--- src/hdl/spq_pkg.sv ---
// ----------------------------------------------------------------------------
// spq_pkg: shared types and constants for the sorted priority queue
// Sizes, error codes and the structs passed between the queue and its cells.
// ----------------------------------------------------------------------------
`default_nettype none

package spq_pkg;

   // queue sizing
   localparam int CAPACITY    = 16;
   localparam int VALUE_WIDTH = 32;
   localparam int COUNT_WIDTH = $clog2(CAPACITY + 1);

   // error codes
   localparam logic [1:0] ERR_OK    = 2'd0;
   localparam logic [1:0] ERR_FULL  = 2'd1;
   localparam logic [1:0] ERR_EMPTY = 2'd2;

   // action codes
   localparam logic ACT_INSERT = 1'b0;
   localparam logic ACT_REMOVE = 1'b1;

   // broadcast from the queue control to every cell
   typedef struct packed {
      logic                          do_insert;
      logic                          do_remove;
      logic signed [VALUE_WIDTH-1:0] new_value;
   } spq_ctrl_type;

   // what a cell hands to its right-hand neighbor
   typedef struct packed {
      logic                          occupied;
      logic                          greater;
      logic signed [VALUE_WIDTH-1:0] value;
   } spq_link_type;

endpackage

`default_nettype wire

--- src/hdl/spq_cell.sv ---
// ----------------------------------------------------------------------------
// spq_cell: one storage slot of the sorted priority queue
// Holds one entry, compares it with the item being inserted and shifts
// right on insert or left on remove together with its neighbors.
// ----------------------------------------------------------------------------
`default_nettype none

module spq_cell
   import spq_pkg::*;
(
   input  wire logic                          clock,
   input  wire spq_ctrl_type                  ctrl,
   input  wire logic                          occupied,
   input  wire spq_link_type                  left_link,
   input  wire logic signed [VALUE_WIDTH-1:0] right_value,
   output spq_link_type                       out_link
);

   logic signed [VALUE_WIDTH-1:0] value_ff;
   logic signed [VALUE_WIDTH-1:0] value_in;
   logic                          greater;

   // stored entry sorts after the new item (equal entries stay ahead)
   assign greater = occupied && (value_ff > ctrl.new_value);

   // insert: make room or take the new item; remove: pull from the right
   always_comb begin
      value_in = value_ff;
      if (ctrl.do_insert) begin
         if (greater || (!occupied && left_link.occupied)) begin
            value_in = left_link.greater ? left_link.value : ctrl.new_value;
         end
      end else if (ctrl.do_remove) begin
         value_in = right_value;
      end
   end

   always_ff @(posedge clock) begin
      value_ff <= value_in;
   end

   assign out_link.occupied = occupied;
   assign out_link.greater  = greater;
   assign out_link.value    = value_ff;

endmodule

`default_nettype wire

--- src/hdl/sorted_priority_queue.sv ---
// ----------------------------------------------------------------------------
// sorted_priority_queue: bounded min-first queue kept in ascending order
// A row of compare-and-shift cells holds the entries; every item inserts a
// value or removes the smallest one and reports the new head.
// ----------------------------------------------------------------------------
//
//  channel   ports                                   handshake
//  request   req_action, req_value                   start & !busy
//  response  rsp_head_value, rsp_is_empty,           rsp_valid, one cycle
//            rsp_is_full, rsp_error_code
//
//  One item per cycle: all cells compare against the new value in parallel
//  and shift in the same clock, so the result appears the cycle after start.
//  busy stays low; the cell row never holds up a request.
//  Reset clears the entry count and the response strobe; cell contents are
//  left as they are and only slots below the count are ever read.
//  The receiver cannot stall: each result is shown for exactly one cycle.
//
`default_nettype none

module sorted_priority_queue
   import spq_pkg::*;
(
   input  wire logic                          clock,
   input  wire logic                          reset,
   input  wire logic                          start,
   output logic                               busy,
   input  wire logic                          req_action,
   input  wire logic signed [VALUE_WIDTH-1:0] req_value,
   output logic                               rsp_valid,
   output logic signed [VALUE_WIDTH-1:0]      rsp_head_value,
   output logic                               rsp_is_empty,
   output logic                               rsp_is_full,
   output logic [1:0]                         rsp_error_code
);

   logic [COUNT_WIDTH-1:0]        count_ff;
   logic [COUNT_WIDTH-1:0]        count_in;
   logic                          valid_ff;
   logic signed [VALUE_WIDTH-1:0] head_ff;
   logic signed [VALUE_WIDTH-1:0] head_in;
   logic                          empty_ff;
   logic                          full_ff;
   logic [1:0]                    error_ff;
   logic [1:0]                    error_in;
   logic                          accept;
   logic                          is_empty;
   logic                          is_full;
   spq_ctrl_type                  ctrl;
   spq_link_type                  links [0:CAPACITY];

   assign busy     = 1'b0;
   assign accept   = start && !busy;
   assign is_empty = (count_ff == '0);
   assign is_full  = (count_ff == COUNT_WIDTH'(CAPACITY));

   // decode the item into cell commands
   always_comb begin
      ctrl.do_insert = 1'b0;
      ctrl.do_remove = 1'b0;
      ctrl.new_value = req_value;
      count_in       = count_ff;
      error_in       = ERR_OK;
      head_in        = head_ff;
      if (accept) begin
         unique case (req_action)
            ACT_INSERT: begin
               if (is_full) begin
                  error_in = ERR_FULL;
               end else begin
                  ctrl.do_insert = 1'b1;
                  count_in       = count_ff + 1'b1;
               end
            end
            ACT_REMOVE: begin
               if (is_empty) begin
                  error_in = ERR_EMPTY;
               end else begin
                  ctrl.do_remove = 1'b1;
                  count_in       = count_ff - 1'b1;
               end
            end
            default: begin
               error_in = ERR_OK;
            end
         endcase
      end
      // head after the action
      priority if (count_in == '0) begin
         head_in = '1;
      end else if (ctrl.do_insert) begin
         head_in = (is_empty || (links[1].value > req_value)) ? req_value
                                                              : links[1].value;
      end else if (ctrl.do_remove) begin
         head_in = links[2].value;
      end else begin
         head_in = links[1].value;
      end
   end

   // left edge of the row: always occupied, never greater
   assign links[0].occupied = 1'b1;
   assign links[0].greater  = 1'b0;
   assign links[0].value    = req_value;

   // cell row
   for (genvar i = 0; i < CAPACITY; i++) begin : g_cell
      logic signed [VALUE_WIDTH-1:0] right_value;

      if (i < CAPACITY - 1) begin : g_inner
         assign right_value = links[i+2].value;
      end else begin : g_last
         assign right_value = links[i+1].value;
      end

      spq_cell u_cell (
         .clock       (clock),
         .ctrl        (ctrl),
         .occupied    (count_ff > COUNT_WIDTH'(i)),
         .left_link   (links[i]),
         .right_value (right_value),
         .out_link    (links[i+1])
      );
   end

   // count and response strobe
   always_ff @(posedge clock) begin
      if (reset) begin
         count_ff <= '0;
         valid_ff <= 1'b0;
      end else begin
         count_ff <= count_in;
         valid_ff <= accept;
      end
   end

   // response payload
   always_ff @(posedge clock) begin
      if (accept) begin
         head_ff  <= head_in;
         empty_ff <= (count_in == '0);
         full_ff  <= (count_in == COUNT_WIDTH'(CAPACITY));
         error_ff <= error_in;
      end
   end

   assign rsp_valid      = valid_ff;
   assign rsp_head_value = head_ff;
   assign rsp_is_empty   = empty_ff;
   assign rsp_is_full    = full_ff;
   assign rsp_error_code = error_ff;

   // checks
   a_count_bound : assert property (@(posedge clock) disable iff (reset)
      count_ff <= COUNT_WIDTH'(CAPACITY))
      else $error("entry count above capacity");

   a_empty_head : assert property (@(posedge clock) disable iff (reset)
      rsp_valid && rsp_is_empty |-> rsp_head_value == '1)
      else $error("empty queue without all-ones head");

   a_full_error : assert property (@(posedge clock) disable iff (reset)
      rsp_valid && (rsp_error_code == ERR_FULL) |-> rsp_is_full)
      else $error("full error on a queue that is not full");

   a_one_result : assert property (@(posedge clock) disable iff (reset)
      accept |=> rsp_valid)
      else $error("item without result");

   a_order : assert property (@(posedge clock) disable iff (reset)
      count_ff >= COUNT_WIDTH'(2) |-> links[1].value <= links[2].value)
      else $error("head entries out of order");

endmodule

`default_nettype wire

--- config.mk ---
export PLATFORM = sky130hd
export DESIGN_NAME = sorted_priority_queue
export DESIGN_NICKNAME = d
export VERILOG_FILES = /design/src/hdl/spq_pkg.sv /design/src/hdl/spq_cell.sv /design/src/hdl/sorted_priority_queue.sv
export SDC_FILE = /design/constraint.sdc
export NUM_CORES = 2
export LEC_CHECK = 0
export ABC_AREA = 1
export BUFFER_PORTS_ARGS = -buffer_cell sky130_fd_sc_hd__buf_2
export CORE_MARGIN = 8
export CORE_UTILIZATION = 52
export CTS_CLUSTER_DIAMETER = 120
export DETAILED_ROUTE_END_ITERATION = 12
export PLACE_DENSITY = 0.68
export REMOVE_ABC_BUFFERS = 1
export SLEW_MARGIN = 40
export SYNTH_ARGS = -nofsm -noshare
export SYNTH_HDL_FRONTEND = slang
export SYNTH_SLANG_ARGS = --single-unit
--- constraint.sdc ---
create_clock -name clock -period 4.2 [get_ports clock]
set_input_delay 0.42 -clock clock [delete_from_list [all_inputs] [get_ports clock]]
set_output_delay 0.42 -clock clock [all_outputs]
set_load 0.03 [all_outputs]
Word-level counts from Yosys, hierarchy flattened:

Index checks and enable logic that the tools add are counted.

* bits in registers: 554
* input bits: 36
* output and inout port bits: 38
* word-level logic and storage cells: 230

* eq/ne operators: 17
* $lt $le $gt $ge: 32
* add/subtract/negate cells: 2
* muxes and demuxes: 74
* bitwise gates (word level): 1
* reduce and logical (&&, ||, !) cells: 82

Operators by type and width (count)
* $mux W32: 62
* $gt A32 B32 Y1: 16
* $gt A5 B4 Y1 const B: 8
* $logic_and A1 B1 Y1: 31
* $ne A2 B1 Y1 const B: 15
* $reduce_and A2 Y1: 15
* $gt A5 B3 Y1 const B: 4
* $logic_or A1 B1 Y1: 17
* $logic_not A1 Y1: 16
* $mux W5: 3
* $eq A5 B5 Y1 const B: 2
* $gt A5 B1 Y1 const B: 2
* $gt A5 B2 Y1 const B: 2
* $logic_not A5 Y1: 2
* $pmux W5 S2: 1
* $add A5 B1 Y5 const B: 1
* $mux W1: 5
* $sub A5 B1 Y5 const B: 1
* $mux W2: 2
* $pmux W2 S2: 1
* $reduce_bool A2 Y1: 1
* $not A1 Y1: 1

Depth between registers and ports, before layout:

* depth after elaboration: 6
* depth in mapped cells: 20
* gate-level depth less buffers: 19

Hierarchy:

Synthesis repeated with hierarchy kept, for this count alone.

* cell total of the unflattened synthesis: 5895
* area total of the unflattened synthesis: 44512.7 um2

Modules (own cells, without submodules)
* spq_cell: instances 16, seq. area each 960.9 um2, area an instance 2528.7 um2, cells each 331
* sorted_priority_queue: instances 1, seq. area each 1201.2 um2, area an instance 4053.9 um2, cells each 599

Least setup slack after synthesis:

Ideal clock, no wire load.

* path type: input-to-reg
* start point: input req_value[23]
* end point: register g_cell[15].u_cell.value_ff[0], enable pin
* cell stages on the path: 11
* slack: 0.170 ns
* required time: 3.779 ns
* data arrival time: 3.609 ns
* cell sequence: inv_1 -> buf_1 -> ha_1 -> a21oi_1 -> o21ai_0 -> o21bai_1 -> a21oi_1 -> nand3b_1 -> nand2_1 -> a21oi_1 -> nor2_1

* longest elaborated chain between the ends: 4

RTL lines
* start, declared: line sorted_priority_queue.sv:29 `input wire logic signed [VALUE_WIDTH-1:0] req_value,`
* $gt A32 B32 Y1: line spq_cell.sv:24 `assign greater = occupied && (value_ff > ctrl.new_value);`
* $logic_and A1 B1 Y1: line spq_cell.sv:24
* $logic_or A1 B1 Y1: line spq_cell.sv:30 `if (greater || (!occupied && left_link.occupied)) begin`
* $reduce_and A2 Y1 (no line)
* end signal, assigned: line spq_cell.sv:39 `value_ff <= value_in;`
* end, declared: line spq_cell.sv:19 `logic signed [VALUE_WIDTH-1:0] value_ff;`

Every way passes these cells.
A chain may end at the register's enable or synchronous reset.

Final worst setup path:

* start point: input req_value[31]
* end point: register g_cell[6].u_cell.value_ff[7], enable pin

* longest elaborated chain between the ends: 5

RTL lines (line)
* $gt A32 B32 Y1: spq_cell.sv:24
* $logic_and A1 B1 Y1: spq_cell.sv:24
* $logic_or A1 B1 Y1: spq_cell.sv:30
* $ne A2 B1 Y1 (no line)
* $reduce_and A2 Y1 (no line)
* end signal, assigned: spq_cell.sv:39
* end, declared: spq_cell.sv:19

Every way passes these cells.

==> impl_metrics.py <==
metrics = {
    "detailed_routing": {
        "routed_wl_um": 156000,
        "via_count": 42400,
        "dr.pass1.iters": 8,
        "ant_nets": 0,
        "avgViaCountPerCell": 6.04,
        "drcViolationCount": 0,
        "wire_per_inst_um": 22.2,
        "drtIter0Drc": 4604,
    },
    "placement": {
        "place.detailed.hpwl_um": 110000,
        "io_buffers": 72,
        "finalWeightedCongestion": 0.958,
    },
    "sta": {
        "worst_slew_pin_slew_ps": 918,
        "setup-violations-final": 0,
        "rsz0062_at_grt": "no",
        "whs_ps": 114,
        "clock.fmax_mhz": 285,
        "fin_crit_ps": 3500,
        "hold_viol": 0,
        "slew_violations": 0,
        "slew_headroom": 0.387,
        "post-route-period-util": 0.834,
        "clock_skew_ps": 31.2,
    },
    "cts": {
        "clockBufferDepth": 3,
        "clock_sinks": 554,
        "cts_tree": "built",
        "clkTransAtPathRegs_ps": 60,
        "cts_root_buf": "clkbuf_16",
        "holdBufCountCts": 0,
        "h-tree-depth": 3,
        "post-cts-setup-buffers": 0,
        "clk_latency_ps": 630,
        "post_cts_resized": 0,
        "cts_buffers": 68,
    },
    "die": {
        "die_w_um": 307,
        "dieArea_sq_um": 94000,
        "core_area_sq_um": 83700,
        "num_rows": 106,
        "die_y_um": 307,
        "io_pins": 74,
        "initial_core_util": 0.525,
    },
    "synth": {
        "synth_area_leaders": "edfxtp_1 37%, nand2_1 17%, ha_1 15%",
        "synth.most_common_cell": "nand2_1",
        "yosys.area_share.simple": 0.331,
        "synth_top_family_by_area": "simple AND/OR/NAND/NOR gates",
        "synth_top_area_share": 0.375,
        "seq_area_frac_synth": 0.378,
        "synth_fa_ha_area_frac": 0.147,
        "synthCells": 5846,
        "synth_edf_count": 548,
        "synth_top_cell_by_area": "edfxtp_1",
        "synthMuxAreaShare": 0,
        "yosysUniqueCellTypes": 43,
        "postSynthAreaPerCell_sq_um": 7.51,
        "synth_seq_cells": 554,
        "netlist_top_cells_count": "1987 x nand2_1, 654 x inv_1, 548 x edfxtp_1",
        "yosysWarnings": 0,
        "synth_xor_xnor_area_share": 0.000399,
        "synthesis.area_sq_um": 43900,
        "async_flop_share": 0,
        "synth-compound-area-share": 0.0562,
        "synth_ff_type": "edfxtp_1",
    },
    "global_route": {
        "grt_pass1_vias": 40400,
        "met3_usage": 0.0607,
        "track_usage": 0.322,
        "antenna_found_initial": 4,
        "grt-ovfl-total": 0,
        "grt_first_pass_wirelength_um": 239000,
        "busiest_layer": "met2",
        "use_met2": 0.520,
        "grt.met1_usage": 0.412,
        "grt_max_degree": 121,
    },
    "layout": {
        "drive_gt1_frac": 0.0636,
        "utilization": 0.576,
        "fin_nets": 6387,
        "areaGrowthSynthToFinish_pct": 9.74,
        "num_antenna_cells": 0,
    },
    "pwr": {
        "power_leakage_nw": 23.6,
        "ir_drop_uv": 354,
        "powerDensity_nw_per_um2": 450,
    },
    "status": {
        "outcome": "completed",
    },
    "min_path": {
        "min_from": "reset",
        "hold_class": "input port to register",
    },
    "setup_path": {
        "critPathKind": "input port to register",
        "slowest_delay_ps": 570,
        "slowest_stage": "clkinv_1",
        "cpLargestDelayFamily": "buffers and inverters",
        "cp-start-kind": "input port",
        "cp-startpoint": "req_value[31]",
        "r2r-start": "count_ff[2]$_SDFF_PP0_",
        "worstPathCellList": "buf_2, clkinv_1, buf_4, ha_1, nand2_1, nor2_1, nand4_1, nor3_1, nand2_1, nand3_1, nand3_1, o21ai_0, nand2_1, nand2_1, buf_4",
        "required_ps": 4460,
        "cp_common_cell": "nand2_1",
        "critPathArrivalTime_ps": 3760,
        "cp-end-kind": "register",
        "critPathBufInv": 4,
        "crit_fanout": 32,
    },
    "job": {
        "maxCapViolations": 0,
    },
}
## sequential cells by signal (all words and copies together), names as in the netlist
register	flops
count_ff	5
g_cell.u_cell.value_ff	512
rsp_error_code	2
rsp_head_value	32
rsp_is_empty	1
rsp_is_full	1
rsp_valid	1
## per-layer routing
layer,vias to the layer above,routed length (um)
met4,4,9040
li1,19800,-
met5,-,23
met1,19700,60900
met2,2272,70800
met3,546,15200
## path summary, 6_finish.rpt
kind | to | slack, ps | depth (start not counted)
hold / removal | count_ff[0]$_SDFF_PP0_ | 110 | 2
setup reg to reg | g_cell[7].u_cell.value_ff[13]$_DFFE_PP_ | 970 | 11
setup / recovery | g_cell[6].u_cell.value_ff[7]$_DFFE_PP_ | 700 | 15
hold reg to reg | g_cell[4].u_cell.value_ff[0]$_DFFE_PP_ | 560 | 2
## cell families (layout without fill, tap and decap cells)
group | after synthesis | count (layout)
other | 1 | 1
xor gates and xnor gates | 2 | 2
adders and majority gates | 517 | 517
AOI/OAI and AO/OA | 453 | 453
and+or+nand+nor | 3322 | 3322
buffers and inverters | 997 | 1034
DFF | 554 | 554
## cells in the final DEF, fill, tap and decap left out, types with 3 or more instances in the layout
cell / netlist / layout
a21oi_1: 259 / 258
a31oi_2: 1 / 7
and3_1: 4 / 4
buf_12: 0 / 27
buf_2: 68 / 72
buf_4: 4 / 152
clkbuf_1: 215 / 21
clkbuf_16: 0 / 69
clkinv_1: 0 / 21
clkinv_2: 0 / 5
dfxtp_1: 6 / 6
edfxtp_1: 548 / 548
ha_1: 517 / 517
inv_1: 654 / 646
inv_2: 7 / 7
inv_6: 0 / 3
nand2_1: 1987 / 1987
nand3_1: 534 / 532
nand3_2: 3 / 5
nand3b_1: 3 / 3
nand4_1: 487 / 487
nor2_1: 231 / 229
nor2_2: 2 / 4
nor3_1: 54 / 54
nor4_1: 12 / 12
o211ai_1: 13 / 13
o21a_1: 29 / 29
o21ai_0: 113 / 113
o21ai_1: 6 / 6
o21bai_1: 11 / 11
## where the power goes
part | internal [mW] | switching [mW]
Combinational | 2.36 | 5.33
Sequential | 7.43 | 0.887
Clock | 3.18 | 2.47
## stage by stage
step	cell area (sq um)	setup slack, ps	total power, mW	std cells	setup TNS, ps
after floorplan	42500	-10100	13.1	5510	-8840310
after global placement	46100	289	15.7	6896	0
after detailed placement	46100	149	15.9	6897	0
after CTS	48200	773	21.5	7016	0
after global routing	48200	490	22.8	7017	0
final	48200	697	21.7	7017	0
## layout make-up
cell class                      count  area [sq um]
Fill cell                        7906         35500
Multi-Input combinational cell   4295         23600
Sequential cell                   554         16600
Inverter                          661          2490
Timing Repair Buffer              254          2090
Clock buffer                       92          1830
Tap cell                         1134          1420
Clock inverter                     27           204
## worst register-to-register path: stages, from the launching register on
cell	delay (ps)
dfxtp_1	580
nand3_1	240
nand2_1	240
inv_2	130
a31oi_1	380
inv_1	190
a21oi_2	170
nand3_1	230
o21ai_0	140
nand2_1	70
nand2_1	80
buf_4	420
Power figures use the tool's default switching activity.
